[src/hw/rtl/bbf_pkg.sv]
`timescale 1ns / 1ps
package bbf_pkg;

  // Default limits of the frame and of the averaging window.
  localparam int DEF_MAX_WIDTH  = 2048;
  localparam int DEF_MAX_HEIGHT = 2048;
  localparam int DEF_MAX_KERNEL = 15;

  // Colour channels per pixel, bits per channel and bits per position field.
  localparam int LANES = 3;
  localparam int PIX_W = 8;
  localparam int POS_W = 11;

  // Configuration register indexes.
  localparam logic [1:0] CFG_WIDTH  = 2'd0;
  localparam logic [1:0] CFG_HEIGHT = 2'd1;
  localparam logic [1:0] CFG_KERNEL = 2'd2;

  // Sequencer states.
  typedef enum logic [2:0] {
    S_IDLE,
    S_CHECK,
    S_SCAN,
    S_DRAIN,
    S_DIV,
    S_FIN
  } bbf_state_t;

endpackage

[src/hw/rtl/bbf_div_cell.sv]
`timescale 1ns / 1ps
module bbf_div_cell #(
  parameter int SUMW = 16,
  parameter int CNTW = 8,
  parameter int BIT  = 7
) (
  input  logic                                    clk,
  input  logic                                    rst_n,
  input  logic                                    v_in,
  input  logic [CNTW-1:0]                         cnt_in,
  input  logic [bbf_pkg::LANES-1:0][SUMW-1:0]     rem_in,
  input  logic [bbf_pkg::LANES-1:0][bbf_pkg::PIX_W-1:0] q_in,
  output logic                                    v_out,
  output logic [CNTW-1:0]                         cnt_out,
  output logic [bbf_pkg::LANES-1:0][SUMW-1:0]     rem_out,
  output logic [bbf_pkg::LANES-1:0][bbf_pkg::PIX_W-1:0] q_out
);
  import bbf_pkg::*;

  localparam int EW = SUMW + PIX_W;

  logic                              v_r;
  logic [CNTW-1:0]                   cnt_r;
  logic [LANES-1:0][SUMW-1:0]        rem_r, rem_nxt;
  logic [LANES-1:0][PIX_W-1:0]       q_r, q_nxt;
  logic [EW-1:0]                     dsh;

  // One restoring step per lane: try to take the shifted divisor away.
  always_comb begin
    dsh = EW'(cnt_in) << BIT;
    for (int l = 0; l < LANES; l++) begin
      if (EW'(rem_in[l]) >= dsh) begin
        rem_nxt[l] = rem_in[l] - dsh[SUMW-1:0];
        q_nxt[l]   = q_in[l] | (PIX_W'(1) << BIT);
      end else begin
        rem_nxt[l] = rem_in[l];
        q_nxt[l]   = q_in[l];
      end
    end
  end

  // The valid flag is control state; the payload needs no reset.
  always_ff @(posedge clk) begin
    if (!rst_n) begin
      v_r <= 1'b0;
    end else begin
      v_r <= v_in;
    end
  end

  always_ff @(posedge clk) begin
    cnt_r <= cnt_in;
    rem_r <= rem_nxt;
    q_r   <= q_nxt;
  end

  assign v_out   = v_r;
  assign cnt_out = cnt_r;
  assign rem_out = rem_r;
  assign q_out   = q_r;

endmodule

[config.mk]
export PLATFORM = sky130hd
export DESIGN_NAME = bbf_div_cell
export DESIGN_NICKNAME = d
export VERILOG_FILES = /design/src/hw/rtl/bbf_pkg.sv /design/src/hw/rtl/bbf_div_cell.sv
export SDC_FILE = /design/constraint.sdc
export NUM_CORES = 1
export LEC_CHECK = 0
export BUFFER_PORTS_ARGS = -buffer_cell sky130_fd_sc_hd__buf_2
export CAP_MARGIN = 20
export CELL_PAD_IN_SITES_DETAIL_PLACEMENT = 1
export CELL_PAD_IN_SITES_GLOBAL_PLACEMENT = 2
export CORE_MARGIN = 5
export CORE_UTILIZATION = 24
export DETAILED_ROUTE_END_ITERATION = 7
export HOLD_SLACK_MARGIN = 0.02
export PLACE_DENSITY = 0.85
export SLEW_MARGIN = 20
export SYNTH_ARGS = -nofsm -noshare
export SYNTH_HDL_FRONTEND = slang
export SYNTH_SLANG_ARGS = --single-unit
[constraint.sdc]
create_clock -name clk -period 1.7 [get_ports clk]
set_input_delay 0.255 -clock clk [delete_from_list [all_inputs] [get_ports clk]]
set_output_delay 0.255 -clock clk [all_outputs]
set_load 0.01 [all_outputs]
Word level (Yosys, flattened, before mapping)

Cells that the tools add are included.

$add $sub $neg: 3
Muxes and demuxes: 3
$lt $le $gt $ge: 3

Operator list:

| cell                                         | count |
|---|---|
| greater-or-equal comparator 16 x 15 -> 1 bit | 3 |
| two-way mux 16 bit                           | 3 |
| subtractor 16 x 15 -> 16 bit                 | 3 |

Register bits: 81
Output and inout port bits: 81
Input bits: 83

Logic depth before layout (Yosys ltp)

Gate-level depths: netlist of run 1.

Depth in word-level cells: 2
Depth in mapped cells: 8
Gate-level depth less buffers: 8

Worst setup path after synthesis of run 1

OpenSTA, ideal clock, no wires.

Kind: in2reg
From: in rem_in[7] (netlist bit)
To: reg rem_r (netlist bit rem_out[10])
Data required time: 1.579 ns
Path slack: -0.118 ns
Arrival: 1.697 ns
Library setup time: 0.121 ns
Stages: 8
Cells stage by stage: inv_1 -> ha_1 -> nor4b_2 -> a21oi_1 -> or3_1 -> nand4b_1 -> buf_6 -> mux2_4

RTL lines:

| element              | line               | RTL |
|---|---|---|
| start, declared      | bbf_div_cell.sv:11 | `input logic [bbf_pkg::LANES-1:0][SUMW-1:0] rem_in,` |
| end signal, assigned | bbf_div_cell.sv:53 | `rem_r <= rem_nxt;` |
| end, declared        | bbf_div_cell.sv:24 | `logic [LANES-1:0][SUMW-1:0] rem_r, rem_nxt;` |

==> out/results.ini, run 1 <==
[outcome]
run_status=complete, no violations

[floorplanning]
floorplan.die.width_microns=128
placeableCoreArea_sq_um=13800
initial_utilization=0.242
ios=164
floorplan_die_area_sq_um=16300
die_height_microns=128
floorplan.rows=43

[routing]
post_drt_wl_per_cell_microns=15.6
route.detailed.drc=0
routed-via-count=3244
drt-pass1-iter-count=4
viasPerCell=4.30
detailedRoute.firstIterationViolations=65
route.final.wire_length_mm=11.8
final_antenna_net_count=0

[sta]
max_clock_freq_mhz=594
setup-violations-final=0
final.hold.worst_slack_ps=36.8
grt_setup_unrepaired=yes
timing_max_transition_violations_final=0
hold_violations=0
final.setup.worst_slack_ps=15.4
finalCriticalPeriod_ps=1680
max-slew-margin-rel=0.769
timing_worst_slew_pin_value_ps=343
post-route-period-util=0.991

[power]
worst_ir_drop_vdd_v=0.000420
sw_frac_of_total=0.263
leakagePower_nw=2.87
power.switching_w=0.00148
cellInternalPower_w=0.00414
pwr-share-clk=0.349
power.density_nw_per_um2=940
seq_power_share=0.381
power.combinational.fraction=0.271

[hold_path]
hp-class=input port to flip-flop
worst_hold_path.endpoint=rem_out[16]$_DFF_P_
hold_path_depth=1
timing.hold.worst.start=rem_in[16]

[clock_network]
clock_sinks=81
clock_pin_slew_of_the_registers_on_the_worst_case_setup_and_hold_paths_ps=60
cts_root_buffer=clkbuf_16
htree_num_levels=3
deepest_clock_path_buffer_count=2
number_of_buffers_created_by_cts=9
tritoncts_clock_tree=done

[global_routing]
grt_max_degree=14
gr-total-overflow=0
grtUsageTotal=0.141
grt_pass1_wl_mm=18.1
grt_antenna_before_repair=0
first_global_vias=3648

[worst_setup_path]
critPathMaxFanout=7
critical_path_arrival_ps=1910
setup.worst_path.start_class=input port
endpoint_kind=flip-flop
required_time_of_the_critical_path_ps=1930
critPathKind=input port to flip-flop

[finish]
num-fill-cells=1550
finalCoreUtilization=0.434
final_layout_size_suffix_gt1_frac=0.569
final_area_sq_um=5970
antennaDiodeCount=0
synthToLayoutAreaGrowth_pct=79.2
finish.net_count=680

[place]
placed_area_sq_um=4960
routabilityCongestion=0.817
worst_case_setup_slack_after_placement_ps=-481
io_buffers=163
detailedPlacementHpwl_mm=9.50

[yosys]
yosys.area.top_type=dfxtp_1
postSynthCellCount=294
netlist_top_cells_area=dfxtp_1, ha_1, mux2_4
yosysSeqAreaShare=0.486
post_synth_num_cell_types=44
synth_top_flop_cell=dfxtp_1
synth.avg_cell_area_sq_um=11.3
synth_seq_cells=81
ys_warn_count=0
synth.cell_area_sq_um=3330
synth_net_count=404
synth_enable_flop_cells=0
synthArstFlopShare=0
synth_largest_type_area_fraction=0.486

[run]
max_cap_violations=0

## flip-flops by register name, summed over array words and instances (netlist names)
register  flops
v_out         1
rem_out      48
q_out        24
cnt_out       8
## how the worst max path moves through the flow
stage / startpoint / end / slack, ps / depth (start not counted)
4_1_cts: cnt_in[7] / rem_out[45]$_DFF_P_ / -10 / 8
2_1_floorplan: rem_in[39] / rem_out[41]$_DFF_P_ / -90 / 8
6_report: cnt_in[3] / rem_out[29]$_DFF_P_ / 20 / 8
5_1_grt: cnt_in[3] / rem_out[42]$_DFF_P_ / -20 / 8
3_3_place_gp: cnt_in[0] / rem_out[29]$_DFF_P_ / -410 / 7
3_5_place_dp: cnt_in[0] / rem_out[43]$_DFF_P_ / -480 / 8
## cell families after synthesis
kind of cell,Yosys count,synth area share
flops,81,0.486
simple gates,66,0.129
compound gates,60,0.113
mux,27,0.108
fa+ha+maj,27,0.108
buf+inv,24,0.0315
xor+xnor,9,0.0236
## cell type report
type	count	area, sq um	area share
multi-input combinational	189	1930	0.324
clock buffer	12	256	0.0429
clock inverter	4	51.3	0.00859
sequential	81	1620	0.271
timing repair buffer	267	1750	0.293
inverter	22	133	0.0222
tap	180	225	0.0377
## layer usage
layer  vias up  part of all wire  track usage
met3        11             0.066       0.0433
met2       104              0.53        0.263
met4         0             0.018       0.0449
met5         -                 0            0
li1       1605                 -            -
met1      1524              0.38        0.150
## stage by stage
step                total power (W)  instances  TNS [ps]
finish                      0.00562        755         0
global placement            0.00345        704    -10610
global route                0.00591        755      -180
detailed placement          0.00350        704    -11700
CTS                         0.00560        746     -56.0
floorplan                   0.00286        294     -1260
## layout by cell type (no fill, tap or decap), types with 8 or more instances in the layout
cell	synthesis	final
nand2_1	8	8
buf_2	0	157
buf_4	0	72
ha_4	0	19
buf_6	2	8
o21ai_0	13	11
clkbuf_16	0	9
nor2_1	10	10
mux2_4	18	18
dfxtp_1	81	81
inv_1	22	14
mux2i_1	9	9
a21oi_1	21	14
dlygate4sd3_1	0	25
## worst max-delay path, cell delays in order
cell	delay, ps
buf_8	80
clkinvlp_4	150
buf_6	160
ha_4	270
nand4_1	100
or3_4	370
nand4_4	200
mux2_4	330
## power groups by stage
| stage | Combinational [W] | Sequential [W] | Clock (W) |
|---|---|---|---|
| floorplan | 0.000573 | 0.00228 | 0 |
| global placement | 0.00127 | 0.00218 | 0 |
| detailed placement | 0.00132 | 0.00218 | 0 |
| CTS | 0.00143 | 0.00214 | 0.00203 |
| global route | 0.00165 | 0.00216 | 0.00210 |
| finish | 0.00152 | 0.00214 | 0.00196 |
## cell usage after synthesis (2+ instances only)
master and n:
dfxtp_1 81, nor4b_2 3, nand2_1 8, o21ai_0 13, nand3b_1 2, mux2_4 18
o221ai_1 2, xor2_1 2, ha_1 24, and3b_1 2, xnor2_1 7, nand3_1 9
nor2_1 10, a21o_1 7, mux2i_1 9, o21a_1 3, fa_1 3, inv_1 22
nor3_1 4, o211a_1 2, a21boi_0 2, nand2b_1 3, buf_6 2, o211ai_1 2
nor4_2 2, or2_2 2, o31a_1 3, or4_1 2, or3_1 3, a21oi_1 21
nand4_1 3, nor2b_1 5, nand4b_1 2
## repair_timing
item,in CTS,in global routing
pin swaps,11,19
hold buffers,24,1
gates resized for setup,28,38
buffers inserted,2,8
endpoints found under the hold margin,24,1
endpoints found under the setup margin,23,24
(Power assumes the default switching activity.)
==> inputs of run 2 (changes only) <==
- CORE_UTILIZATION: 24 -> 25
- CTS_BUF_LIST: default -> sky130_fd_sc_hd__clkbuf_2 sky130_fd_sc_hd__clkbuf_4 sky130_fd_sc_hd__clkbuf_8
- PLACE_DENSITY: 0.85 -> 0.87
==> run 2 against run 1 <==
Net effect:
- the flow now finishes with violations (negative setup slack)
- combinational power shrank 3%
- cell count grew 0.53%
- sequential share of layout area rose by 0.71 points
- highest routed layer unchanged
- cell area decreased by 2.5%
==> out/results.ini, run 2 (synthesis results as in run 1) <==
[outcome]
run_status=complete, but fails checks  ; was complete, no violations
violated_checks=negative setup slack

[hold_path]
hold_path_depth=1  ; unchanged
hp-class=input port to flip-flop  ; unchanged

[sta]
hold_violations=0  ; unchanged
max-slew-margin-rel=0.768  ; was 0.769
finalCriticalPeriod_ps=1760  ; was 1680 ps
final.setup.worst_slack_ps=-61.9  ; was 15.4 ps
post-route-period-util=1.04  ; was 0.991
grt_setup_unrepaired=yes  ; unchanged
final.hold.worst_slack_ps=61.3  ; was 36.8 ps
timing_worst_slew_pin_value_ps=347  ; was 343 ps
setup_tns_ps=-373  ; was 0 ps
max_clock_freq_mhz=568  ; was 594 MHz
timing_max_transition_violations_final=0  ; unchanged
setup-violations-final=14  ; was 0

[place]
io_buffers=163  ; unchanged
placed_area_sq_um=4910  ; was 4960 sq um
detailedPlacementHpwl_mm=9.31  ; was 9.50 mm
routabilityCongestion=0.821  ; was 0.817
dp_cells=694  ; was 704

[global_routing]
first_global_vias=3694  ; was 3648
grt_pass1_wl_mm=18.6  ; was 18.1 mm
gr-total-overflow=0  ; unchanged
grt_busiest_layer=met2  ; unchanged
grt_antenna_before_repair=1  ; was 0
grtUsageTotal=0.148  ; was 0.141
use_met1=0.156  ; was 0.150
globalRouteMet2Util=0.278  ; was 0.263
grt_max_degree=14  ; unchanged
use_met3=0.0461  ; was 0.0433

[floorplanning]
floorplan.rows=42  ; was 43
die_height_microns=125  ; was 128 microns
initial_utilization=0.254  ; was 0.242
ios=164  ; unchanged
floorplan.die.width_microns=125  ; was 128 microns
floorplan_die_area_sq_um=15700  ; was 16300 sq um
placeableCoreArea_sq_um=13100  ; was 13800 sq um

[clock_network]
deepest_clock_path_buffer_count=2  ; unchanged
number_of_buffers_created_by_cts=9  ; unchanged
cts_root_buffer=clkbuf_8  ; was clkbuf_16
clock_pin_slew_of_the_registers_on_the_worst_case_setup_and_hold_paths_ps=80  ; was 60 ps
clock_sinks=81  ; unchanged
htree_num_levels=3  ; unchanged
tritoncts_clock_tree=done  ; unchanged

[worst_setup_path]
critical_path.startpoint=cnt_in[7]  ; was cnt_in[3]
critical_path_arrival_ps=2010  ; was 1910 ps
critical_path.endpoint=rem_out[12]$_DFF_P_  ; was rem_out[29]$_DFF_P_
critPathKind=input port to flip-flop  ; unchanged
critPathMaxFanout=6  ; was 7
setup.worst_path.start_class=input port  ; unchanged
required_time_of_the_critical_path_ps=1950  ; was 1930 ps
endpoint_kind=flip-flop  ; unchanged

[power]
leakagePower_nw=2.82  ; was 2.87 nW
power.combinational.fraction=0.294  ; was 0.271
sw_frac_of_total=0.280  ; was 0.263
worst_ir_drop_vdd_v=0.000276  ; was 0.000420 V
power.density_nw_per_um2=859  ; was 940 nW/um^2
seq_power_share=0.428  ; was 0.381
pwr-share-clk=0.278  ; was 0.349
power.switching_w=0.00140  ; was 0.00148 W
cellInternalPower_w=0.00360  ; was 0.00414 W

[finish]
final_area_sq_um=5820  ; was 5970 sq um
final_layout_size_suffix_gt1_frac=0.519  ; was 0.569
synthToLayoutAreaGrowth_pct=74.7  ; was 79.2%
stdcell_count=759  ; was 755
most_frequent_cells_in_the_layout=buf_2, dfxtp_1, buf_4  ; unchanged
mostFrequentLayoutCell=buf_2  ; unchanged
largest_reg_flops=48  ; unchanged
finish.net_count=687  ; was 680

[routing]
route.final.wire_length_mm=12.2  ; was 11.8 mm
viasPerCell=4.38  ; was 4.30
final_antenna_net_count=0  ; unchanged
route.detailed.drc=0  ; unchanged
routed-via-count=3325  ; was 3244
post_drt_wl_per_cell_microns=16.0  ; was 15.6 microns
detailedRoute.firstIterationViolations=66  ; was 65
drt-pass1-iter-count=4  ; unchanged

[run]
max_cap_violations=0  ; unchanged

run 2: changes by cell type in the layout (fill, tap and decap cells not counted), moves of 3 or more:
cell	previous run	this run
dlygate4sd3_1	25	42
buf_6	8	5
clkbuf_4	0	4
a21oi_1	14	19
a21oi_2	7	3
buf_4	72	65
ha_1	5	11
clkbuf_8	2	9
nand3_2	3	0
clkbuf_16	9	0
ha_4	19	13
run 2: stage by stage:
step / total power, W / utilization / worst slack (ps)
global placement: 0.00343 / 0.374 / -403
floorplan: 0.00286 / - / -90.0
detailed placement: 0.00348 / 0.374 / -422
CTS: 0.00498 / 0.421 / 8.02
finish: 0.00500 / 0.443 / -61.9
global route: 0.00531 / 0.443 / -73.1
run 2: timing repair:
item / 4_1_cts / 5_1_grt
pin swaps: 0 / 13
hold buffers: 42 / 0
buffers inserted: 0 / 6
resized for setup: 2 / 43
endpoints found under the hold margin: 42 / 0
setup endpoints to repair: 6 / 18
run 2: final cells by class:
type	instances	area, sq um
fill	1512	7320
clock inverter	5	56.3
clock buffer	11	139
tap	176	220
inverter	22	135
sequential	81	1620
multi-input combinational	189	1810
antenna	1	2.50
timing repair buffer	274	1840
run 2: worst min path at each step:
stage               from  slack, ps                   to
6_report       cnt_in[0]         60   cnt_out[0]$_DFF_P_
5_1_grt        cnt_in[0]         30   cnt_out[0]$_DFF_P_
4_1_cts          q_in[7]         50  q_out[7]$_SDFF_PP1_
3_5_place_dp    q_in[20]        360    q_out[20]$_DFF_P_
3_3_place_gp     q_in[8]        360     q_out[8]$_DFF_P_
2_1_floorplan  cnt_in[0]        280   cnt_out[0]$_DFF_P_
run 2: critical path: stages:
cell and delay [ps]:
buf_8 70, clkinvlp_4 230, ha_4 380, nand3_4 80
or3_4 370, nand4b_1 170, buf_6 150, mux2_4 300
run 2: power by group through the flow:
stage	Combinational [W]	Clock (W)	Sequential, W
3_5_place_dp	0.00129	0	0.00218
2_1_floorplan	0.000573	0	0.00228
4_1_cts	0.00138	0.00146	0.00214
6_report	0.00147	0.00139	0.00214
5_1_grt	0.00160	0.00155	0.00216
3_3_place_gp	0.00125	0	0.00218
run 2: per-layer routing:
layer / part of all wire / vias up
met1: 0.38 / 1606
met5: 0 / -
li1: - / 1615
met4: 0.013 / 0
met2: 0.55 / 93
met3: 0.061 / 11
==> inputs of run 3 (changes only) <==
- ABC_AREA: default -> 1
- CORE_UTILIZATION: 25 -> 23
==> run 3 against run 2 <==
Net effect:
- the run now ends clean
- utilization fell by 8.2 points
- cell count rose by 27%
- cell area fell by 1.8%
==> out/results.ini, run 3 <==
[outcome]
run_status=complete, no violations  ; was complete, but fails checks

[sta]
max_clock_freq_mhz=718  ; was 568 MHz
hold_violations=0  ; unchanged
max-slew-margin-rel=0.838  ; was 0.768
final.hold.worst_slack_ps=59.9  ; was 61.3 ps
finalCriticalPeriod_ps=1390  ; was 1760 ps
post-route-period-util=0.819  ; was 1.04
timing_worst_slew_pin_value_ps=241  ; was 347 ps
timing_max_transition_violations_final=0  ; unchanged
grt_setup_unrepaired=no  ; was yes
final.setup.worst_slack_ps=307  ; was -61.9 ps
setup-violations-final=0  ; was 14
setup_tns_ps=0  ; was -373 ps

[routing]
route.detailed.drc=0  ; unchanged
post_drt_wl_per_cell_microns=13.2  ; was 16.0 microns
final_antenna_net_count=0  ; unchanged
routed-via-count=3883  ; was 3325
drt-pass1-iter-count=4  ; unchanged
viasPerCell=4.04  ; was 4.38
route.final.wire_length_mm=12.7  ; was 12.2 mm
detailedRoute.firstIterationViolations=71  ; was 66

[power]
power.combinational.fraction=0.271  ; was 0.294
cellInternalPower_w=0.00325  ; was 0.00360 W
design_power_total_w=0.00484  ; was 0.00500 W
seq_power_share=0.438  ; was 0.428
power.switching_w=0.00159  ; was 0.00140 W
worst_ir_drop_vdd_v=0.000306  ; was 0.000276 V
sw_frac_of_total=0.329  ; was 0.280
pwr-share-clk=0.291  ; was 0.278
power.density_nw_per_um2=847  ; was 859 nW/um^2
leakagePower_nw=3.20  ; was 2.82 nW

[worst_setup_path]
path_cells=dlygate4sd3_1 > buf_2 > nor2_1 > and2_1 > nand2_1 > nand2_1 > nand2_4 > nand2_4 > nand2_1 > nand2_1  ; was buf_8 > clkinvlp_4 > ha_4 > nand3_4 > or3_4 > nand4b_1 > buf_6 > mux2_4
endpoint_kind=flip-flop  ; unchanged
cpMaxStageDelayCell=dlygate4sd3_1  ; was ha_4
required_time_of_the_critical_path_ps=2010  ; was 1950 ps
critical_path.top_delay_family=simple AND/OR/NAND/NOR gates  ; unchanged
critPathKind=input port to flip-flop  ; unchanged
critPathBufInv=2  ; was 3
max_stage_delay_ps=550  ; was 380 ps
worst_path_most_repeated_cell=nand2_1
setup.worst_path.start_class=input port  ; unchanged
critPathMaxFanout=10  ; was 6
critical_path_arrival_ps=1700  ; was 2010 ps

[floorplanning]
die_height_microns=137  ; was 125 microns
initial_utilization=0.234  ; was 0.254
floorplan_die_area_sq_um=18700  ; was 15700 sq um
floorplan.rows=46  ; was 42
ios=164  ; unchanged
placeableCoreArea_sq_um=15800  ; was 13100 sq um
floorplan.die.width_microns=137  ; was 125 microns

[global_routing]
grtUsageTotal=0.133  ; was 0.148
grt_antenna_before_repair=0  ; was 1
grt_max_degree=18  ; was 14
first_global_vias=4025  ; was 3694
gr-total-overflow=0  ; unchanged
grt_pass1_wl_mm=19.4  ; was 18.6 mm

[clock_network]
clock_pin_slew_of_the_registers_on_the_worst_case_setup_and_hold_paths_ps=90  ; was 80 ps
post-cts-setup-buffers=0  ; unchanged
cts_root_buffer=clkbuf_8  ; unchanged
number_of_buffers_created_by_cts=9  ; unchanged
holdBufCountCts=48  ; was 42
deepest_clock_path_buffer_count=2  ; unchanged
postCtsResizedCells=0  ; was 2
tritoncts_clock_tree=done  ; unchanged
clock_sinks=81  ; unchanged
htree_num_levels=3  ; unchanged

[yosys]
compound_gate_portion_of_the_synthesized_area=0.0315  ; was 0.113
synth.avg_cell_area_sq_um=7.61  ; was 11.3 sq um
synth_net_count=596  ; was 404
synth_adder_area_share=0.0975  ; was 0.108
synth_largest_type_area_fraction=0.439  ; was 0.486
yosysSeqAreaShare=0.439  ; was 0.486
postSynthCellCount=486  ; was 294
yosys.area.top_type=dfxtp_1  ; unchanged
synth.mux.area_fraction=0  ; was 0.108
ys_warn_count=0  ; unchanged
synth_xor_xnor_area_share=0.0213  ; was 0.0236
post-synth-top-count-cell=nand2_1  ; was dfxtp_1
synth_top_flop_cell=dfxtp_1  ; unchanged
synthArstFlopShare=0  ; unchanged
main_combinational_cell_family_by_area_after_synthesis=simple AND/OR/NAND/NOR gates  ; unchanged
netlist_top_cells_area=dfxtp_1, nand2_1, inv_1  ; was dfxtp_1, ha_1, mux2_4
yosys-top-cells-count=nand2_1, inv_1, dfxtp_1  ; was dfxtp_1, ha_1, inv_1
synth_simple_gate_area_share=0.321  ; was 0.129
synth.cell_area_sq_um=3700  ; was 3330 sq um
post_synth_num_cell_types=21  ; was 44
synth_seq_cells=81  ; unchanged
synth_enable_flop_cells=0  ; unchanged

[hold_path]
hp-class=input port to flip-flop  ; unchanged
timing.hold.worst.start=v_in  ; was cnt_in[0]
worst_hold_path.endpoint=v_out$_SDFF_PN0_  ; was cnt_out[0]$_DFF_P_
hold_path_depth=3  ; was 1

[finish]
largest_reg_flops=48  ; unchanged
num-fill-cells=1996  ; was 1512
synthToLayoutAreaGrowth_pct=54.7  ; was 74.7%
finalCoreUtilization=0.361  ; was 0.443
finish.net_count=851  ; was 687
most_frequent_cells_in_the_layout=nand2_1, buf_2, inv_1  ; was buf_2, dfxtp_1, buf_4
mostFrequentLayoutCell=nand2_1  ; was buf_2
antennaDiodeCount=0  ; was 1
final_layout_size_suffix_gt1_frac=0.328  ; was 0.519

[run]
max_cap_violations=0  ; unchanged

[place]
detailedPlacementHpwl_mm=10.2  ; was 9.31 mm
worst_case_setup_slack_after_placement_ps=-92.9  ; was -422 ps
io_buffers=163  ; unchanged
routabilityCongestion=0.840  ; was 0.821

-- run 3: changes by cell type in the layout (fill, tap and decap cells not counted), moves of 10 or more --
cell	before	now
nand2_2	0	11
ha_1	11	24
mux2_4	18	0
nor2_1	10	24
nand3_1	8	43
nand2_1	8	164
buf_4	65	32
inv_1	14	84
o21ai_0	12	0
ha_4	13	0
a21oi_1	19	9
-- run 3: metrics by stage --
stage / instance area, sq um / std cells
final: 5720 / 962
after global routing: 5720 / 962
after CTS: 5720 / 962
after detailed placement: 5040 / 898
after global placement: 5040 / 898
after floorplan: 3700 / 486
-- run 3: power by group through the flow --
| stage | logic (W) | registers, W | clock network, W |
|---|---|---|---|
| finish | 0.00131 | 0.00212 | 0.00141 |
| global route | 0.00147 | 0.00214 | 0.00156 |
| CTS | 0.00134 | 0.00212 | 0.00149 |
| detailed placement | 0.00125 | 0.00217 | 0 |
| global placement | 0.00123 | 0.00217 | 0 |
| floorplan | 0.000563 | 0.00227 | 0 |
-- run 3: final cells by class --
| class | count | area [sq um] | share of cell area |
|---|---|---|---|
| timing repair buffer | 244 | 1560 | 0.272 |
| sequential | 81 | 1620 | 0.284 |
| inverter | 89 | 334 | 0.0584 |
| tap | 216 | 270 | 0.0473 |
| clock inverter | 7 | 71.3 | 0.0125 |
| multi-input combinational | 316 | 1740 | 0.305 |
| clock buffer | 9 | 124 | 0.0217 |
-- run 3: worst max path at each step --
stage	from	endpoint	slack, ps	cells after the start
6_report	rem_in[1]	rem_out[7]$_DFF_P_	310	10
5_1_grt	cnt_in[0]	rem_out[31]$_DFF_P_	170	12
4_1_cts	rem_in[0]	rem_out[7]$_DFF_P_	320	10
3_5_place_dp	cnt_in[0]	rem_out[31]$_DFF_P_	-90	11
3_3_place_gp	cnt_in[0]	rem_out[31]$_DFF_P_	-80	11
2_1_floorplan	cnt_in[4]	rem_out[14]$_DFF_P_	210	10
-- run 3: cells by family (layout without fill, tap and decap cells) --
| group | Yosys count | after routing |
|---|---|---|
| adder cells (fa/ha/maj) | 27 | 27 |
| XOR/XNOR | 9 | 9 |
| AND/OR/NAND/NOR | 265 | 265 |
| flip-flops | 81 | 81 |
| AO/OA/AOI/OAI | 15 | 15 |
| buffers and inverters | 89 | 349 |
-- run 3: worst min-delay path, cell delays in order --
cell and delay (ps):
buf_2 70, nand2_1 40, inv_1 40
-- run 3: per-layer routing --
layer  GRT usage  up-vias  share of wire
met5           0        -              0
met4      0.0571        0          0.021
met3      0.0386       16          0.081
met2       0.235      131           0.47
met1       0.149     1750           0.43
li1            -     1986              -
